**config.mk**
```make
export PLATFORM = sky130hd
export DESIGN_NAME = pql_eval
export DESIGN_NICKNAME = d
export VERILOG_FILES = /design/src/rtl/pql_pkg.sv /design/src/rtl/pql_eval.sv
export SDC_FILE = /design/constraint.sdc
export NUM_CORES = 2
export LEC_CHECK = 0
export ABC_AREA = 1
export ABC_CLOCK_PERIOD_IN_PS = 8300
export BUFFER_PORTS_ARGS = -buffer_cell sky130_fd_sc_hd__buf_2
export CAP_MARGIN = 20
export CORE_UTILIZATION = 45
export CTS_BUF_LIST = sky130_fd_sc_hd__clkbuf_2 sky130_fd_sc_hd__clkbuf_4 sky130_fd_sc_hd__clkbuf_8
export CTS_CLUSTER_SIZE = 24
export DETAILED_ROUTE_END_ITERATION = 6
export PLACE_DENSITY_LB_ADDON = 0.25
export SYNTH_ARGS = -nofsm -noshare
export SYNTH_HDL_FRONTEND = slang
export SYNTH_SLANG_ARGS = --single-unit
```
**constraint.sdc**
```tcl
create_clock -name clk -period 8.3 [get_ports clk]
set_input_delay 0.415 -clock clk [delete_from_list [all_inputs] [get_ports clk]]
set_output_delay 0.415 -clock clk [all_outputs]
set_load 0.005 [all_outputs]
```
**src/rtl/pql_pkg.sv**
```systemverilog
`timescale 1ns / 1ps
package pql_pkg;

    // Table geometry
    localparam int REGIONS = 1024;
    localparam int ADDR_W  = $clog2(REGIONS);
    localparam int CNT_W   = $clog2(REGIONS + 1);

    // Field widths
    localparam int SLOT_W  = 10;
    localparam int POINT_W = 17;
    localparam int COEF_W  = 32;
    localparam int RC_W    = 11;

    localparam logic [RC_W-1:0] RC_RESET = 11'd1024;

    // Request actions
    localparam logic ACT_LOAD = 1'b0;
    localparam logic ACT_EVAL = 1'b1;

    typedef struct packed {
        logic [POINT_W-1:0] region_start;
        logic [POINT_W-1:0] region_end;
    } bounds_t;

    typedef struct packed {
        logic signed [COEF_W-1:0] square;
        logic signed [COEF_W-1:0] linear;
        logic signed [COEF_W-1:0] constant;
    } coef_t;

    localparam int BOUNDS_W = $bits(bounds_t);
    localparam int COEFS_W  = $bits(coef_t);

    typedef struct packed {
        logic              we;
        logic [ADDR_W-1:0] waddr;
        logic              re;
        logic [ADDR_W-1:0] raddr;
    } mem_cmd_t;

    typedef struct packed {
        logic               start;
        logic [POINT_W-1:0] point;
        coef_t              coef;
    } eval_req_t;

    typedef struct packed {
        logic                     done;
        logic signed [COEF_W-1:0] value;
    } eval_rsp_t;

endpackage

```
**src/rtl/pql_eval.sv**
```systemverilog
`timescale 1ns / 1ps
module pql_eval (
    input  logic                clk,
    input  logic                rst_n,
    input  pql_pkg::eval_req_t  eval_req,
    output pql_pkg::eval_rsp_t  eval_rsp
);
    import pql_pkg::*;

    localparam int PROD_W = COEF_W + POINT_W + 1;
    localparam int SUM_W  = PROD_W + 2;
    localparam int SH_W   = SUM_W - 16;
    localparam int X2_W   = 2*POINT_W + 1 - 16;

    logic                      v1_reg, v2_reg, v3_reg;
    logic [X2_W-1:0]           x2_reg;
    logic signed [COEF_W-1:0]  a_reg;
    logic signed [COEF_W-1:0]  c_reg;
    logic signed [PROD_W-1:0]  bx_reg;
    logic signed [PROD_W-1:0]  ax2_reg;
    logic signed [PROD_W:0]    bxc_reg;
    logic signed [COEF_W-1:0]  value_reg;

    logic [2*POINT_W:0]        sq;
    logic signed [SUM_W-1:0]   acc;
    logic signed [SH_W-1:0]    sh;
    logic signed [COEF_W-1:0]  sat;

    // Square the point with rounding to Q.16
    assign sq = (2*POINT_W+1)'(eval_req.point) * (2*POINT_W+1)'(eval_req.point)
              + (2*POINT_W+1)'(32768);

    // Sum, round half up, shift back to Q.16 and clamp
    assign acc = SUM_W'(ax2_reg) + SUM_W'(bxc_reg) + SUM_W'(32768);
    assign sh  = acc[SUM_W-1:16];

    always_comb
    begin
        if (sh[SH_W-1:COEF_W-1] == '0 || sh[SH_W-1:COEF_W-1] == '1)
        begin
            sat = sh[COEF_W-1:0];
        end
        else if (sh[SH_W-1])
        begin
            sat = {1'b1, {(COEF_W-1){1'b0}}};
        end
        else
        begin
            sat = {1'b0, {(COEF_W-1){1'b1}}};
        end
    end

    // Advance the stage flags
    always_ff @(posedge clk or negedge rst_n)
    begin
        if (!rst_n)
        begin
            v1_reg <= 1'b0;
            v2_reg <= 1'b0;
            v3_reg <= 1'b0;
        end
        else
        begin
            v1_reg <= eval_req.start;
            v2_reg <= v1_reg;
            v3_reg <= v2_reg;
        end
    end

    // Stage one: x squared, b times x, hold a and c
    always_ff @(posedge clk)
    begin
        if (eval_req.start)
        begin
            x2_reg <= sq[2*POINT_W:16];
            a_reg  <= eval_req.coef.square;
            c_reg  <= eval_req.coef.constant;
            bx_reg <= eval_req.coef.linear * $signed({1'b0, eval_req.point});
        end
    end

    // Stage two: a times x squared, add the shifted constant to b times x
    always_ff @(posedge clk)
    begin
        if (v1_reg)
        begin
            ax2_reg <= a_reg * $signed({1'b0, x2_reg});
            bxc_reg <= (PROD_W+1)'(bx_reg) + (PROD_W+1)'($signed({c_reg, 16'h0000}));
        end
    end

    // Stage three: final sum and saturation
    always_ff @(posedge clk)
    begin
        if (v2_reg)
        begin
            value_reg <= sat;
        end
    end

    assign eval_rsp.done  = v3_reg;
    assign eval_rsp.value = value_reg;

    a_done_latency: assert property (@(posedge clk) disable iff (!rst_n)
        eval_req.start |=> ##2 eval_rsp.done)
        else $error("evaluation result not ready three cycles after start");

    a_done_cause: assert property (@(posedge clk) disable iff (!rst_n)
        eval_rsp.done |-> $past(eval_req.start, 3))
        else $error("evaluation result without a start");

    a_single_flight: assert property (@(posedge clk) disable iff (!rst_n)
        $countones({v1_reg, v2_reg, v3_reg}) <= 1)
        else $error("two evaluations in flight");
endmodule

```
==> flow_summary.yaml <==
run_status:
  status: "finished, violations left"
  violations: "DRC"
routing:
  drt_pass1_iterations: 7
  drt_iter0_markers: 3148
  vias: 48860
  totalWireLength_mm: 172.2
  wl_per_cell_um: 17.19
  drc: 26
  viasPerCell: 4.876
  ant_nets: 0
synthesis:
  synth_top_family_by_area: "adder cells"
  syn_nets: 9950
  yosys.area_share.adder: 0.4964
  muxShareOfSynthArea: 0
  synth_area_um2: 65090
  synth_xor_area_frac: 0.02637
  syn_inst: 8034
  yosysWarnings: 0
  netlist-cell-type-count: 41
  syn_area_per_cell_um2: 8.102
  yosysSeqAreaShare: 0.1239
  ys_ff_latch: 269
  synth_simple_gate_area_frac: 0.1481
  synth_compound_area_frac: 0.04423
finish:
  fin_util: 0.4829
  area_growth_syn_to_layout_pct: 6.451
  largest_reg_flops: 51
  final_cells: 10020
  layout.nets: 9995
  fillCellCount: 14080
  drive_gt1_frac: 0.03820
place:
  gp_congestion: 0.9466
  place.port_buffers: 148
  dp_hpwl_mm: 143.0
  dp_cells: 9867
die:
  num_rows: 139
  die_w_um: 382.3
  die_area_um2: 146200
  core_um2: 143500
  initial_core_util: 0.4537
  boundaryPins: 149
  die_h_um: 382.3
sta:
  slew_headroom: 0.2805
  finClkSkew_ns: 0.07725
  finalHoldViolCount: 0
  post-route-period-util: 0.9203
  fmax_ghz: 0.1309
  whs_ns: 0.1087
  worst_slew_pin_slew_ns: 1.079
  fin_setup_tns_ns: 0
  slew_viol_final: 0
  rsz0062_at_grt: "no"
  fin_crit_ns: 7.638
  setup_viol: 0
clock_tree:
  clk_pin_slew_ns: 0.06
  ctsResizeCount: 0
  cts_tree: "done"
  cts_sinks: 269
  clockRootBuffer: "clkbuf_8"
  insertion_delay_ns: 0.73
  htreeDepth: 2
  numCtsBuffers: 47
  cts_buffer_depth: 3
critical_path:
  setup.worst_path.end_class: "flip-flop"
  crit_type: "reg2reg"
  worstPathMaxFanout: 19
  critPathLaunchType: "flip-flop"
  crit_arrival_ns: 8.10
  reg2reg_depth: 22
  critPathRequiredTime_ns: 8.76
grt:
  grt.total_usage: 0.2448
  grt_overflow: 0
  antenna_found_initial: 7
  grt_pass1_wl_mm: 282.4
  grt_pass1_vias: 53030
  grt_max_degree: 85
worst_hold_path:
  min_path_type: "in2async"
run:
  maxCapViolCount: 0
==> cell type report <==
type / instances / area [um2] / share of cell area
repair buffers: 277 / 1918 / 0.02768
diodes: 3 / 7.507 / 0.0001083
clock buffers: 56 / 714.4 / 0.01031
inverters: 2499 / 9380 / 0.1354
flip-flops and latches: 269 / 8066 / 0.1164
clock inverters: 29 / 279.0 / 0.004027
multi-input cells: 4985 / 46550 / 0.6717
well taps: 1903 / 2381 / 0.03436
==> repair_timing <==
action,4_1_cts,5_1_grt
hold buffers,65,0
buffers inserted,0,0
hold endpoints to repair,67,0
==> critical path, cell delays in order (launching register included) <==
cell and delay (ns):
edfxtp_1 1.01, nand2_1 0.11, inv_1 0.11, fa_1 0.44, fa_1 0.51, inv_1 0.05
fa_1 0.47, inv_1 0.05, fa_1 0.51, inv_1 0.06, fa_1 0.53, inv_1 0.05
fa_1 0.50, fa_1 0.42, ha_1 0.39, a21o_1 0.22, nor2_1 0.20, nand3_1 0.17
a21boi_0 0.71, o21ai_0 0.34, nand3_1 0.15, nand2_1 0.07, xor2_1 0.28
==> cells in the final DEF, fill, tap and decap left out, types with 7 or more instances in the layout <==
cell,n
dlygate4sd3_1,65
nand2_1,1960
edfxtp_1,266
nor3_1,33
nand2_2,8
clkinv_1,9
ha_1,496
buf_4,62
nor2_1,306
a31oi_1,31
nand4_1,23
clkbuf_4,9
xnor2_1,64
o21ai_0,149
clkinv_2,9
o21bai_1,22
xor2_1,132
nand3_1,96
a21o_1,26
a21oi_1,241
o21a_1,10
fa_1,1304
nor4_1,16
and3_1,10
o211ai_1,7
inv_1,2498
buf_2,147
a21boi_0,14
clkbuf_8,47
==> synthesized netlist by cell type <==
library cell | count | area (um2)
o21ai_1 | 3 | 15.01
nor2_2 | 5 | 31.28
a31oi_1 | 31 | 193.9
buf_1 | 49 | 183.9
nor4_1 | 16 | 100.1
nor3_1 | 33 | 165.2
inv_1 | 2498 | 9376
nand2_1 | 1960 | 7357
o21ai_2 | 1 | 8.760
nor2_4 | 1 | 11.26
nand2_2 | 8 | 50.05
inv_2 | 1 | 3.750
a221oi_1 | 3 | 26.28
a211oi_1 | 3 | 22.52
and2_1 | 2 | 12.51
o221ai_1 | 5 | 43.79
nand4_1 | 23 | 143.9
o21bai_1 | 22 | 165.2
nor2_1 | 306 | 1149
xnor2_1 | 64 | 560.5
buf_2 | 1 | 5.000
a21oi_1 | 241 | 1206
or2_2 | 5 | 31.28
o21a_1 | 10 | 75.07
nand3b_1 | 6 | 45.04
buf_4 | 1 | 7.510
fa_1 | 1304 | 26110
buf_6 | 6 | 67.56
a21boi_0 | 14 | 105.1
ha_1 | 496 | 6206
and3_1 | 10 | 62.56
clkbuf_1 | 224 | 840.8
o211ai_1 | 7 | 52.55
nand3_1 | 96 | 480.5
o2111ai_1 | 1 | 8.760
xor2_1 | 132 | 1156
o31ai_1 | 2 | 15.01
edfxtp_1 | 266 | 7988
dfrtp_1 | 3 | 75.07
o21ai_0 | 149 | 745.7
a21o_1 | 26 | 195.2
==> per-stage QoR <==
step,setup slack [ns],area [um2]
finish,0.6619,69290
global placement,0.7155,67590
detailed placement,0.6280,67610
CTS,0.5366,69260
global route,0.3222,69290
floorplan,1.937,65090
==> cell families (layout without fill, tap and decap cells) <==
group / after synthesis / after routing
buf+inv: 2780 / 2861
flops: 269 / 269
simple gates: 2471 / 2471
other cells: 0 / 3
xor+xnor: 196 / 196
compound gates: 518 / 518
fa+ha+maj: 1800 / 1800
==> metal layers <==
metal	vias to the layer above	wire, um	track usage
met5	-	9	0
met4	2	4933	0.06652
met3	254	8508	0.02048
met2	1239	82260	0.4184
met1	24260	76500	0.3336
li1	23110	-	-
==> final timing paths <==
check	to	slack [ns]	from
worst min register to register	bxc_reg[5]	0.41	bx_reg[5]
max in group asynchronous	v1_reg	8.02	rst_n
worst max register to register	ax2_reg[39]	0.66	a_reg[9]
min in group clk	a_reg[14]	0.29	eval_req[113]
worst max-delay path	ax2_reg[39]	0.66	a_reg[9]
worst min-delay path	v1_reg	0.11	rst_n
Power is left out: the tool's default activity adds up to more than one toggle a clock period on the data nets, which glitch-free logic cannot reach.
