$ cat config.mk
export PLATFORM = sky130hd
export DESIGN_NAME = pql_ctrl_flat
export DESIGN_NICKNAME = d
export VERILOG_FILES = /design/src/rtl/pql_pkg.sv /design/src/rtl/pql_req_if.sv /design/src/rtl/pql_rsp_if.sv /design/src/rtl/pql_cfg_if.sv /design/src/rtl/pql_ctrl.sv /design/src/flat_wrapper.sv
export SDC_FILE = /design/constraint.sdc
export NUM_CORES = 1
export LEC_CHECK = 0
export BUFFER_PORTS_ARGS = -buffer_cell sky130_fd_sc_hd__buf_2
export CORE_AREA = 2 2 247 249
export CTS_CLUSTER_DIAMETER = 100
export DETAILED_ROUTE_END_ITERATION = 7
export DIE_AREA = 0 0 249 251
export SLEW_MARGIN = 15
export SYNTH_ARGS = -nofsm -noshare
export SYNTH_HDL_FRONTEND = slang
export SYNTH_SLANG_ARGS = --single-unit
$ cat constraint.sdc
create_clock -name clk -period 26.6 [get_ports clk]
set_clock_uncertainty 0.05 [all_clocks]
set_input_delay 6.65 -clock clk [delete_from_list [all_inputs] [get_ports clk]]
set_output_delay 6.65 -clock clk [all_outputs]
set_load 0.05 [all_outputs]
$ cat src/rtl/pql_pkg.sv
`timescale 1ns / 1ps
package pql_pkg;

    // Table geometry
    localparam int REGIONS = 1024;
    localparam int ADDR_W  = $clog2(REGIONS);
    localparam int CNT_W   = $clog2(REGIONS + 1);

    // Field widths
    localparam int SLOT_W  = 10;
    localparam int POINT_W = 17;
    localparam int COEF_W  = 32;
    localparam int RC_W    = 11;

    localparam logic [RC_W-1:0] RC_RESET = 11'd1024;

    // Request actions
    localparam logic ACT_LOAD = 1'b0;
    localparam logic ACT_EVAL = 1'b1;

    typedef struct packed {
        logic [POINT_W-1:0] region_start;
        logic [POINT_W-1:0] region_end;
    } bounds_t;

    typedef struct packed {
        logic signed [COEF_W-1:0] square;
        logic signed [COEF_W-1:0] linear;
        logic signed [COEF_W-1:0] constant;
    } coef_t;

    localparam int BOUNDS_W = $bits(bounds_t);
    localparam int COEFS_W  = $bits(coef_t);

    typedef struct packed {
        logic              we;
        logic [ADDR_W-1:0] waddr;
        logic              re;
        logic [ADDR_W-1:0] raddr;
    } mem_cmd_t;

    typedef struct packed {
        logic               start;
        logic [POINT_W-1:0] point;
        coef_t              coef;
    } eval_req_t;

    typedef struct packed {
        logic                     done;
        logic signed [COEF_W-1:0] value;
    } eval_rsp_t;

endpackage

$ cat src/rtl/pql_req_if.sv
`timescale 1ns / 1ps
interface pql_req_if;
    import pql_pkg::*;

    logic                     valid;
    logic                     ready;
    logic                     action;
    logic [SLOT_W-1:0]        slot;
    logic [POINT_W-1:0]       region_start;
    logic [POINT_W-1:0]       region_end;
    logic signed [COEF_W-1:0] coef_square;
    logic signed [COEF_W-1:0] coef_linear;
    logic signed [COEF_W-1:0] coef_constant;
    logic [POINT_W-1:0]       point;

    modport source (
        output valid, action, slot, region_start, region_end,
               coef_square, coef_linear, coef_constant, point,
        input  ready
    );

    modport sink (
        input  valid, action, slot, region_start, region_end,
               coef_square, coef_linear, coef_constant, point,
        output ready
    );
endinterface

$ cat src/rtl/pql_rsp_if.sv
`timescale 1ns / 1ps
interface pql_rsp_if;
    import pql_pkg::*;

    logic                     valid;
    logic                     ready;
    logic signed [COEF_W-1:0] value;
    logic                     in_range;

    modport source (
        output valid, value, in_range,
        input  ready
    );

    modport sink (
        input  valid, value, in_range,
        output ready
    );
endinterface

$ cat src/rtl/pql_cfg_if.sv
`timescale 1ns / 1ps
interface pql_cfg_if;
    import pql_pkg::*;

    logic            valid;
    logic            ready;
    logic [RC_W-1:0] region_count;

    modport source (
        output valid, region_count,
        input  ready
    );

    modport sink (
        input  valid, region_count,
        output ready
    );
endinterface

$ cat src/rtl/pql_ctrl.sv
`timescale 1ns / 1ps
module pql_ctrl (
    input  logic                clk,
    input  logic                rst_n,
    pql_req_if.sink             req,
    pql_cfg_if.sink             cfg,
    pql_rsp_if.source           rsp,
    output pql_pkg::mem_cmd_t   mem_cmd,
    output pql_pkg::bounds_t    bounds_wdata,
    output pql_pkg::coef_t      coef_wdata,
    input  pql_pkg::bounds_t    bounds_rdata,
    input  pql_pkg::coef_t      coef_rdata,
    output pql_pkg::eval_req_t  eval_req,
    input  pql_pkg::eval_rsp_t  eval_rsp
);
    import pql_pkg::*;

    typedef enum logic [3:0] {
        ST_IDLE   = 4'b0001,
        ST_SEARCH = 4'b0010,
        ST_EVAL   = 4'b0100,
        ST_DONE   = 4'b1000
    } state_t;

    state_t                   state_reg, state_next;
    logic [RC_W-1:0]          rc_reg;
    logic [POINT_W-1:0]       x_reg, x_next;
    logic [CNT_W-1:0]         low_reg, low_next;
    logic [CNT_W-1:0]         high_reg, high_next;
    logic [ADDR_W-1:0]        cur_reg, cur_next;
    logic signed [COEF_W-1:0] res_value_reg, res_value_next;
    logic                     res_hit_reg, res_hit_next;
    logic                     out_valid_reg, out_valid_next;
    logic signed [COEF_W-1:0] out_value_reg, out_value_next;
    logic                     out_hit_reg, out_hit_next;

    logic                     req_fire;
    logic                     slot_ok;
    logic [CNT_W-1:0]         n_eff;
    logic                     hit;
    logic                     go_left;
    logic [CNT_W-1:0]         low_step, high_step;
    logic [CNT_W:0]           mid_sum;
    logic [ADDR_W-1:0]        probe;

    assign req.ready = (state_reg == ST_IDLE);
    assign cfg.ready = 1'b1;
    assign req_fire  = req.valid && req.ready;

    assign rsp.valid    = out_valid_reg;
    assign rsp.value    = out_value_reg;
    assign rsp.in_range = out_hit_reg;

    // Write data straight from the request
    assign bounds_wdata.region_start = req.region_start;
    assign bounds_wdata.region_end   = req.region_end;
    assign coef_wdata.square         = req.coef_square;
    assign coef_wdata.linear         = req.coef_linear;
    assign coef_wdata.constant       = req.coef_constant;

    assign slot_ok = (32'(req.slot) < REGIONS);
    assign n_eff   = (32'(rc_reg) > REGIONS) ? CNT_W'(REGIONS) : CNT_W'(rc_reg);

    // Probe compare and next midpoint
    assign hit       = (bounds_rdata.region_start <= x_reg)
                    && (bounds_rdata.region_end >= x_reg);
    assign go_left   = (bounds_rdata.region_start > x_reg);
    assign low_step  = go_left ? low_reg : CNT_W'(cur_reg);
    assign high_step = go_left ? CNT_W'(cur_reg) : high_reg;
    assign mid_sum   = (CNT_W+1)'(low_step) + (CNT_W+1)'(high_step);
    assign probe     = ADDR_W'(mid_sum[CNT_W:1]);

    always_comb
    begin
        state_next     = state_reg;
        x_next         = x_reg;
        low_next       = low_reg;
        high_next      = high_reg;
        cur_next       = cur_reg;
        res_value_next = res_value_reg;
        res_hit_next   = res_hit_reg;
        out_valid_next = out_valid_reg && !rsp.ready;
        out_value_next = out_value_reg;
        out_hit_next   = out_hit_reg;
        mem_cmd.we     = 1'b0;
        mem_cmd.waddr  = ADDR_W'(req.slot);
        mem_cmd.re     = 1'b0;
        mem_cmd.raddr  = cur_reg;
        eval_req.start = 1'b0;
        eval_req.point = x_reg;
        eval_req.coef  = coef_rdata;

        case (state_reg)
            ST_IDLE:
            begin
                if (req_fire)
                begin
                    if (req.action == ACT_LOAD)
                    begin
                        mem_cmd.we = slot_ok;
                    end
                    else if (n_eff == '0)
                    begin
                        res_value_next = '0;
                        res_hit_next   = 1'b0;
                        state_next     = ST_DONE;
                    end
                    else
                    begin
                        // Issue the first probe at the middle of the table
                        x_next        = req.point;
                        low_next      = '0;
                        high_next     = n_eff;
                        cur_next      = ADDR_W'(n_eff >> 1);
                        mem_cmd.re    = 1'b1;
                        mem_cmd.raddr = ADDR_W'(n_eff >> 1);
                        state_next    = ST_SEARCH;
                    end
                end
            end
            ST_SEARCH:
            begin
                if (hit)
                begin
                    eval_req.start = 1'b1;
                    state_next     = ST_EVAL;
                end
                else if (probe == cur_reg)
                begin
                    // Search stalled: point lies outside every interval
                    res_value_next = '0;
                    res_hit_next   = 1'b0;
                    state_next     = ST_DONE;
                end
                else
                begin
                    low_next      = low_step;
                    high_next     = high_step;
                    cur_next      = probe;
                    mem_cmd.re    = 1'b1;
                    mem_cmd.raddr = probe;
                end
            end
            ST_EVAL:
            begin
                if (eval_rsp.done)
                begin
                    res_value_next = eval_rsp.value;
                    res_hit_next   = 1'b1;
                    state_next     = ST_DONE;
                end
            end
            ST_DONE:
            begin
                // Hand over to the output register once it is free
                if (!out_valid_reg || rsp.ready)
                begin
                    out_valid_next = 1'b1;
                    out_value_next = res_value_reg;
                    out_hit_next   = res_hit_reg;
                    state_next     = ST_IDLE;
                end
            end
            default:
            begin
                state_next = ST_IDLE;
            end
        endcase
    end

    // Control state
    always_ff @(posedge clk or negedge rst_n)
    begin
        if (!rst_n)
        begin
            state_reg     <= ST_IDLE;
            rc_reg        <= RC_RESET;
            out_valid_reg <= 1'b0;
        end
        else
        begin
            state_reg     <= state_next;
            out_valid_reg <= out_valid_next;
            if (cfg.valid && cfg.ready)
            begin
                rc_reg <= cfg.region_count;
            end
        end
    end

    // Search and result payload
    always_ff @(posedge clk)
    begin
        x_reg         <= x_next;
        low_reg       <= low_next;
        high_reg      <= high_next;
        cur_reg       <= cur_next;
        res_value_reg <= res_value_next;
        res_hit_reg   <= res_hit_next;
        out_value_reg <= out_value_next;
        out_hit_reg   <= out_hit_next;
    end

    a_probe_window: assert property (@(posedge clk) disable iff (!rst_n)
        (state_reg == ST_SEARCH)
        |-> (CNT_W'(cur_reg) >= low_reg) && (CNT_W'(cur_reg) < high_reg))
        else $error("probe outside the search window");

    a_start_to_eval: assert property (@(posedge clk) disable iff (!rst_n)
        eval_req.start |=> (state_reg == ST_EVAL))
        else $error("evaluation started without waiting for it");

    a_out_from_done: assert property (@(posedge clk) disable iff (!rst_n)
        $rose(out_valid_reg) |-> $past(state_reg == ST_DONE))
        else $error("result presented outside the hand-over step");

    a_no_rw_clash: assert property (@(posedge clk) disable iff (!rst_n)
        !(mem_cmd.we && mem_cmd.re))
        else $error("table written and read in the same cycle");
endmodule
$ cat src/flat_wrapper.sv
// flat-port wrapper written by rule: the top's interface ports become plain ports
module pql_ctrl_flat import pql_pkg::*;
  (clk, rst_n, mem_cmd, bounds_wdata, coef_wdata, bounds_rdata, coef_rdata, eval_req, eval_rsp, req_valid, req_action, req_slot, req_region_start, req_region_end, req_coef_square, req_coef_linear, req_coef_constant, req_point, req_ready, cfg_valid, cfg_region_count, cfg_ready, rsp_valid, rsp_value, rsp_in_range, rsp_ready);
  pql_req_if req_i ();
  pql_cfg_if cfg_i ();
  pql_rsp_if rsp_i ();
  input  logic clk;
  input  logic rst_n;
  output pql_pkg::mem_cmd_t mem_cmd;
  output pql_pkg::bounds_t bounds_wdata;
  output pql_pkg::coef_t coef_wdata;
  input  pql_pkg::bounds_t bounds_rdata;
  input  pql_pkg::coef_t coef_rdata;
  output pql_pkg::eval_req_t eval_req;
  input  pql_pkg::eval_rsp_t eval_rsp;
  input wire logic [$bits(req_i.valid)-1:0] req_valid;
  input wire logic [$bits(req_i.action)-1:0] req_action;
  input wire logic [$bits(req_i.slot)-1:0] req_slot;
  input wire logic [$bits(req_i.region_start)-1:0] req_region_start;
  input wire logic [$bits(req_i.region_end)-1:0] req_region_end;
  input wire logic [$bits(req_i.coef_square)-1:0] req_coef_square;
  input wire logic [$bits(req_i.coef_linear)-1:0] req_coef_linear;
  input wire logic [$bits(req_i.coef_constant)-1:0] req_coef_constant;
  input wire logic [$bits(req_i.point)-1:0] req_point;
  output wire logic [$bits(req_i.ready)-1:0] req_ready;
  input wire logic [$bits(cfg_i.valid)-1:0] cfg_valid;
  input wire logic [$bits(cfg_i.region_count)-1:0] cfg_region_count;
  output wire logic [$bits(cfg_i.ready)-1:0] cfg_ready;
  output wire logic [$bits(rsp_i.valid)-1:0] rsp_valid;
  output wire logic [$bits(rsp_i.value)-1:0] rsp_value;
  output wire logic [$bits(rsp_i.in_range)-1:0] rsp_in_range;
  input wire logic [$bits(rsp_i.ready)-1:0] rsp_ready;
  assign req_i.valid = req_valid;
  assign req_i.action = req_action;
  assign req_i.slot = req_slot;
  assign req_i.region_start = req_region_start;
  assign req_i.region_end = req_region_end;
  assign req_i.coef_square = req_coef_square;
  assign req_i.coef_linear = req_coef_linear;
  assign req_i.coef_constant = req_coef_constant;
  assign req_i.point = req_point;
  assign req_ready = req_i.ready;
  assign cfg_i.valid = cfg_valid;
  assign cfg_i.region_count = cfg_region_count;
  assign cfg_ready = cfg_i.ready;
  assign rsp_valid = rsp_i.valid;
  assign rsp_value = rsp_i.value;
  assign rsp_in_range = rsp_i.in_range;
  assign rsp_i.ready = rsp_ready;
  pql_ctrl u_core (.clk(clk), .rst_n(rst_n), .req(req_i), .cfg(cfg_i), .rsp(rsp_i), .mem_cmd(mem_cmd), .bounds_wdata(bounds_wdata), .coef_wdata(coef_wdata), .bounds_rdata(bounds_rdata), .coef_rdata(coef_rdata), .eval_req(eval_req), .eval_rsp(eval_rsp));
endmodule
==> impl_metrics.py, run 1 <==
metrics = {
    "hold_path": {
        "hold_path_depth": 0,
        "min_to": "u_core.rsp.value[18]",
        "hold_path_class": "register to register",
        "min_from": "u_core.res_value_reg[18]",
    },
    "finish": {
        "syn2layout_area_growth_pct": 7.153,
        "num-fill-cells": 6681,
        "antenna_cells": 0,
        "layout_common_cells": "buf_2, edfxtp_1, nand2_1",
        "layout_commonest_cell": "buf_2",
        "drive_gt1_share_pct": 29.13,
        "nets": 1161,
    },
    "synthesis": {
        "ys_seq_area_share_pct": 44.27,
        "ys_types": 65,
        "async_reset_ff_share_pct": 12.21,
        "ys.flop_type": "edfxtp_1",
        "synth.avg_cell_area_um2": 10.25,
        "syn_area_um2": 8711,
        "yosys_warnings": 0,
        "synth_cells": 850,
        "ys_ff_latch": 131,
        "syn-num-nets": 1231,
        "synth_edf_count": 115,
    },
    "floorplan": {
        "placeableCoreArea_um2": 59790,
        "dieHeight_um": 251,
        "die_w_um": 249,
        "io_pins": 639,
        "row_count": 90,
        "start_util_pct": 14.57,
        "dieArea_um2": 62500,
    },
    "clock_tree": {
        "cts.sinks": 131,
        "clock_latency_ns": 0.44,
        "cts_setup_buffers": 0,
        "cts_tree": "built",
        "post_cts_resized": 0,
        "htree_num_levels": 4,
        "root_buffer": "clkbuf_16",
        "path_clk_slew_ns": 0.06,
        "cts-hold-fix-buffers": 0,
        "clockBufferDepth": 2,
        "cts-buffers-inserted": 17,
    },
    "sta": {
        "period_share_pct": 73.31,
        "hold_violations": 0,
        "timing.fmax_mhz": 51.28,
        "setup_viol": 0,
        "rsz0062_at_grt": "no",
        "timing.final.crit_period_ns": 19.50,
        "slew_viol_final": 0,
        "setup_tns_ns": 0,
        "tightest_slew_ns": 1.026,
        "relSlewSlack_pct": 30.99,
        "hold_ws_ns": 0.3678,
    },
    "global_routing": {
        "grt_usage_pct": 8.007,
        "grt_pass1_vias": 5917,
        "gr-total-overflow": 0,
        "grt_pass1_wl_um": 36890,
        "antenna_found_initial": 0,
        "grt_max_degree": 35,
    },
    "flow_run": {
        "cap_viol_max_count": 0,
    },
    "drt": {
        "drt_iter0_markers": 354,
        "wire_per_inst_um": 16.31,
        "ant_nets": 0,
        "firstDrtPassIters": 7,
        "drc_errors": 0,
        "via_count": 5756,
        "vias_per_cell": 3.655,
        "totalWireLength_um": 25680,
    },
    "power": {
        "powerDensity_nw_per_um2": 88.87,
        "power.leakage_nw": 3.696,
        "p_clk_share_pct": 29.5,
        "p_int_mw": 0.5063,
        "vdd_drop_max_v": 0.00004876,
        "seq_power_share_pct": 33.6,
        "switching_share_pct": 38.97,
        "switching_power_mw": 0.3232,
        "p_comb_share_pct": 36.9,
        "power_mw": 0.8295,
    },
    "worst_setup_path": {
        "timing.rr.start": "u_core.x_reg[6]",
        "cp-end-kind": "primary output",
        "rr_worst_depth": 19,
        "reg2reg_slack_ns": 19.61,
        "crit_type": "primary input to primary output",
        "critPathRequiredTime_ns": 19.90,
        "r2r-end": "u_core.high_reg[2]",
        "crit_arrival_ns": 12.80,
        "startpoint_type": "primary input",
        "crit_fanout": 21,
    },
    "place": {
        "place_congestion": 0.8366,
        "io_buffer_count": 165,
        "hpwl_um": 20350,
    },
    "run_status": {
        "status": "complete, no violations",
    },
}
## critical path, stage by stage
cell      delay [ns]
buf_2           0.10
ha_1            0.30
a211oi_1        0.26
o21bai_1        0.11
a22oi_1         0.75
nand3_1         0.20
nand2_1         0.63
mux2_2          0.46
fa_1            0.46
a21o_1          0.23
a221oi_2        0.41
o21ai_1         0.13
a21oi_1         0.27
xnor2_1         0.17
a21boi_0        0.19
o21ai_1         0.13
nor4_4          0.35
and3_1          0.40
a221o_1         0.31
buf_2           0.30
## synth_stat cells, drive strengths merged, types with 4 or more instances
cell type	n	area, µm²
a21oi	26	130.1
and2	43	269.0
nand2b	10	62.56
a21o	5	37.54
clkbuf	19	71.32
xor2	8	70.07
a221o	6	60.06
nand3	8	40.04
nor2	29	108.9
dfrtp	14	350.3
xnor2	10	87.58
inv	27	101.4
buf	238	1787
o211ai	4	30.03
o22ai	5	31.28
nand2	103	389.1
nor2b	7	43.79
edfxtp	115	3453
mux2	12	135.1
nor3	4	20.02
a221oi	4	47.55
ha	43	538.0
nor4	9	71.32
nand3b	5	50.05
nand4	12	81.33
o21ai	38	193.9
and3	4	25.02
## per-layer routing
metal  share of wire [%]  track usage [%]  routed length (µm)  vias up
met4                 3.8            4.606                 984        2
li1                    -                -                   -     2574
met2                  45            12.15               11510      380
met1                  41            9.401               10520     2712
met5                0.15           0.4633                  39        -
met3                  10            3.438                2636       88
## metrics by stage
| stage | cell area [µm²] | setup WS, ns | instances | utilization [%] |
|---|---|---|---|---|
| 3_5_place_dp | 8716 | 6.901 | 1542 | 14.58 |
| 6_report | 9334 | 7.100 | 1575 | 15.61 |
| 2_1_floorplan | 8711 | 7.802 | 850 | - |
| 5_1_grt | 9334 | 6.403 | 1575 | 15.61 |
| 3_3_place_gp | 8716 | 7.126 | 1542 | 14.58 |
| 4_1_cts | 9323 | 6.877 | 1574 | 15.59 |
## power by group through the flow
stage	sequential, mW	clock (mW)	combinational (mW)
after floorplan	0.294	0	0.301
after global placement	0.282	0	0.299
after detailed placement	0.283	0	0.303
after CTS	0.279	0.253	0.305
after global routing	0.282	0.262	0.333
final	0.279	0.245	0.306
## kinds of logic after synthesis
family	Yosys count	synth area share, %
other cells	1	0.04305
buf+inv	284	22.49
flops	131	44.27
compound gates	114	8.877
mux	12	1.551
simple gates	246	14.55
xor+xnor	18	1.810
fa+ha+maj	44	6.406
## cell type report
type / instances / area [µm²] / share of cell area (%)
multi-input combinational: 435 / 2939 / 31.49
timing repair buffer: 168 / 852.1 / 9.129
inverter: 27 / 101.3 / 1.086
clock buffer: 18 / 429.2 / 4.598
sequential: 131 / 3856 / 41.31
clock inverter: 14 / 177.7 / 1.903
tap: 782 / 978.4 / 10.48
## how the worst max path moves through the flow
stage	startpoint	to	depth (start not counted)
floorplan	bounds_rdata[33]	mem_cmd[3]	21
global placement	bounds_rdata[33]	mem_cmd[1]	19
detailed placement	bounds_rdata[31]	mem_cmd[1]	19
CTS	bounds_rdata[31]	mem_cmd[1]	19
global route	bounds_rdata[32]	mem_cmd[1]	19
finish	bounds_rdata[23]	mem_cmd[1]	20
No activity file was read; power rests on OpenSTA's default activity.
==> inputs of run 2 (changes only) <==
--- a/config.mk
+++ b/config.mk
@@ -6,10 +6,10 @@
 export NUM_CORES = 1
 export LEC_CHECK = 0
 export BUFFER_PORTS_ARGS = -buffer_cell sky130_fd_sc_hd__buf_2
-export CORE_AREA = 2 2 247 249
+export CORE_AREA = 2 2 246 248
 export CTS_CLUSTER_DIAMETER = 100
 export DETAILED_ROUTE_END_ITERATION = 7
-export DIE_AREA = 0 0 249 251
+export DIE_AREA = 0 0 248 250
 export SLEW_MARGIN = 15
 export SYNTH_ARGS = -nofsm -noshare
 export SYNTH_HDL_FRONTEND = slang
==> constraint.sdc (replaced) <==
create_clock -name clk -period 16.05 [get_ports clk]
set_clock_uncertainty 0.05 [all_clocks]
set_input_delay 4.0125 -clock clk [delete_from_list [all_inputs] [get_ports clk]]
set_output_delay 4.0125 -clock clk [all_outputs]
set_load 0.05 [all_outputs]
==> run 2 against run 1 <==
Against the previous run:
- cell area grew 0.15%
- highest routed layer is now met4
- critical path type unchanged
- clock power increased by 73%
- sequential share of layout area down 0.061 points
- non-clock buffer count decreased by 1
- largest cell class unchanged
- utilization rose by 0.082 points
==> impl_metrics.py, run 2 (synthesis gave the netlist of run 1 again) <==
metrics = {
    "global_routing": {
        "antenna_found_initial": 1,
        "gr-total-overflow": 0,
        "grt_pass1_vias": 5790,
        "grt_pass1_wl_um": 36330,
        "grt_usage_pct": 8.141,
        "grt_max_degree": 35,
    },
    "drt": {
        "drt_iter0_markers": 392,
        "firstDrtPassIters": 5,
        "ant_nets": 0,
        "totalWireLength_um": 25520,
        "drc_errors": 0,
        "vias_per_cell": 3.709,
        "via_count": 5842,
        "wire_per_inst_um": 16.20,
    },
    "floorplan": {
        "row_count": 90,
        "die_w_um": 248,
        "io_pins": 639,
        "dieArea_um2": 62000,
        "dieHeight_um": 250,
        "placeableCoreArea_um2": 59570,
        "start_util_pct": 14.62,
    },
    "finish": {
        "post-route-util_pct": 15.69,
        "seqCellArea_um2": 3856,
        "multi_input_area_um2": 2939,
        "fin_area_um2": 9348,
        "layout_commonest_cell": "buf_2",
        "layout_common_cells": "buf_2, edfxtp_1, nand2_1",
        "nets": 1160,
        "num-fill-cells": 6610,
        "syn2layout_area_growth_pct": 7.311,
        "drive_gt1_share_pct": 28.91,
    },
    "worst_setup_path": {
        "crit_family": "simple AND/OR/NAND/NOR gates",
        "crit_arrival_ns": 10.30,
        "crit_fanout": 21,
        "slowest_stage": "nor4_1",
        "startpoint_type": "primary input",
        "cp-end-kind": "primary output",
        "worst_path_largest_cell_delay_ns": 1.02,
        "worst-path-buf-inv": 2,
        "crit_chain": "buf_2 -> ha_1 -> nand4_1 -> nor4_1 -> nand2_1 -> nand2_1 -> mux2_2 -> fa_1 -> a21o_1 -> a221oi_2 -> o21ai_1 -> a21oi_1 -> xnor2_1 -> a21boi_0 -> o21ai_1 -> nor4_4 -> and3_1 -> a221o_1 -> buf_2",
        "crit_type": "primary input to primary output",
        "critPathRequiredTime_ns": 11.99,
    },
    "hold_path": {
        "hold_path_class": "register to register",
    },
    "clock_tree": {
        "cts_setup_buffers": 0,
        "cts-buffers-inserted": 17,
        "path_clk_slew_ns": 0.06,
        "cts_tree": "built",
        "cts.sinks": 131,
        "cts-hold-fix-buffers": 0,
        "clock_latency_ns": 0.47,
        "root_buffer": "clkbuf_16",
        "htree_num_levels": 4,
        "post_cts_resized": 0,
        "clockBufferDepth": 2,
    },
    "sta": {
        "period_share_pct": 89.46,
        "fin_ws_ns": 1.692,
        "hold_violations": 0,
        "slew_viol_final": 0,
        "timing.fmax_mhz": 69.65,
        "relSlewSlack_pct": 21.87,
        "rsz0062_at_grt": "no",
        "tightest_slew_ns": 1.161,
        "timing.final.crit_period_ns": 14.36,
        "setup_viol": 0,
        "setup_tns_ns": 0,
    },
    "place": {
        "hpwl_um": 19960,
        "place_congestion": 0.8303,
        "placed_area_um2": 8716,
        "dp_slack_ns": 1.675,
        "io_buffer_count": 165,
    },
    "run_status": {
        "status": "complete, no violations",
    },
    "flow_run": {
        "cap_viol_max_count": 0,
    },
    "power": {
        "vdd_drop_max_v": 0.00009663,
        "power.leakage_nw": 3.697,
        "powerDensity_nw_per_um2": 149.0,
    },
}
run 2: cell types whose count changed in the layout (fill, tap and decap cells not counted):
| cell | previous run | this run |
|---|---|---|
| diode_2 | 0 | 1 |
| bufinv_16 | 3 | 4 |
| clkbuf_8 | 0 | 1 |
| clkinv_2 | 1 | 0 |
| clkinv_1 | 1 | 0 |
| inv_8 | 1 | 0 |
| clkbuf_1 | 1 | 3 |
| buf_6 | 1 | 0 |
| inv_6 | 2 | 1 |
run 2: through the flow:
stage	instances	hold WS (ns)	total power, mW
4_1_cts	1574	0.3634	1.410
3_5_place_dp	1542	0.3545	0.9716
5_1_grt	1574	0.3693	1.471
6_report	1575	0.3594	1.393
2_1_floorplan	850	0.3503	0.9867
3_3_place_gp	1542	0.3508	0.9655
run 2: metal layers:
layer | share of wire [%] | GRT usage [%] | vias to the layer above
li1 | - | - | 2584
met1 | 41 | 9.740 | 2734
met2 | 43 | 11.96 | 414
met3 | 11 | 3.291 | 110
met4 | 4.1 | 5.167 | 0
met5 | 0 | 0.4769 | -
run 2: layout make-up:
cell class	instances	area share, %
clock buffers	21	4.819
clock inverters	11	1.914
inverters	27	1.084
flip-flops and latches	131	41.25
diodes	1	0.02677
repair buffers	167	8.995
multi-input cells	435	31.44
well taps	782	10.47
run 2: power breakdown:
group	leakage, nW	switching, mW	internal (mW)
clock	0.298	0.159	0.265
sequential	1.26	0.0287	0.433
combinational	2.14	0.348	0.159
run 2: final timing paths:
kind	start	to	slack (ns)	cells after the start
setup / recovery	bounds_rdata[33]	mem_cmd[7]	1.69	19
hold / removal	u_core.res_value_reg[15]	u_core.rsp.value[15]	0.36	0
setup reg to reg	u_core.x_reg[16]	u_core.low_reg[0]	8.92	18
hold reg to reg	u_core.res_value_reg[15]	u_core.rsp.value[15]	0.36	0
max in group asynchronous	rst_n	u_core.rc_reg[10]	12.17	1
min in group asynchronous	rst_n	u_core.rc_reg[3]	3.44	1
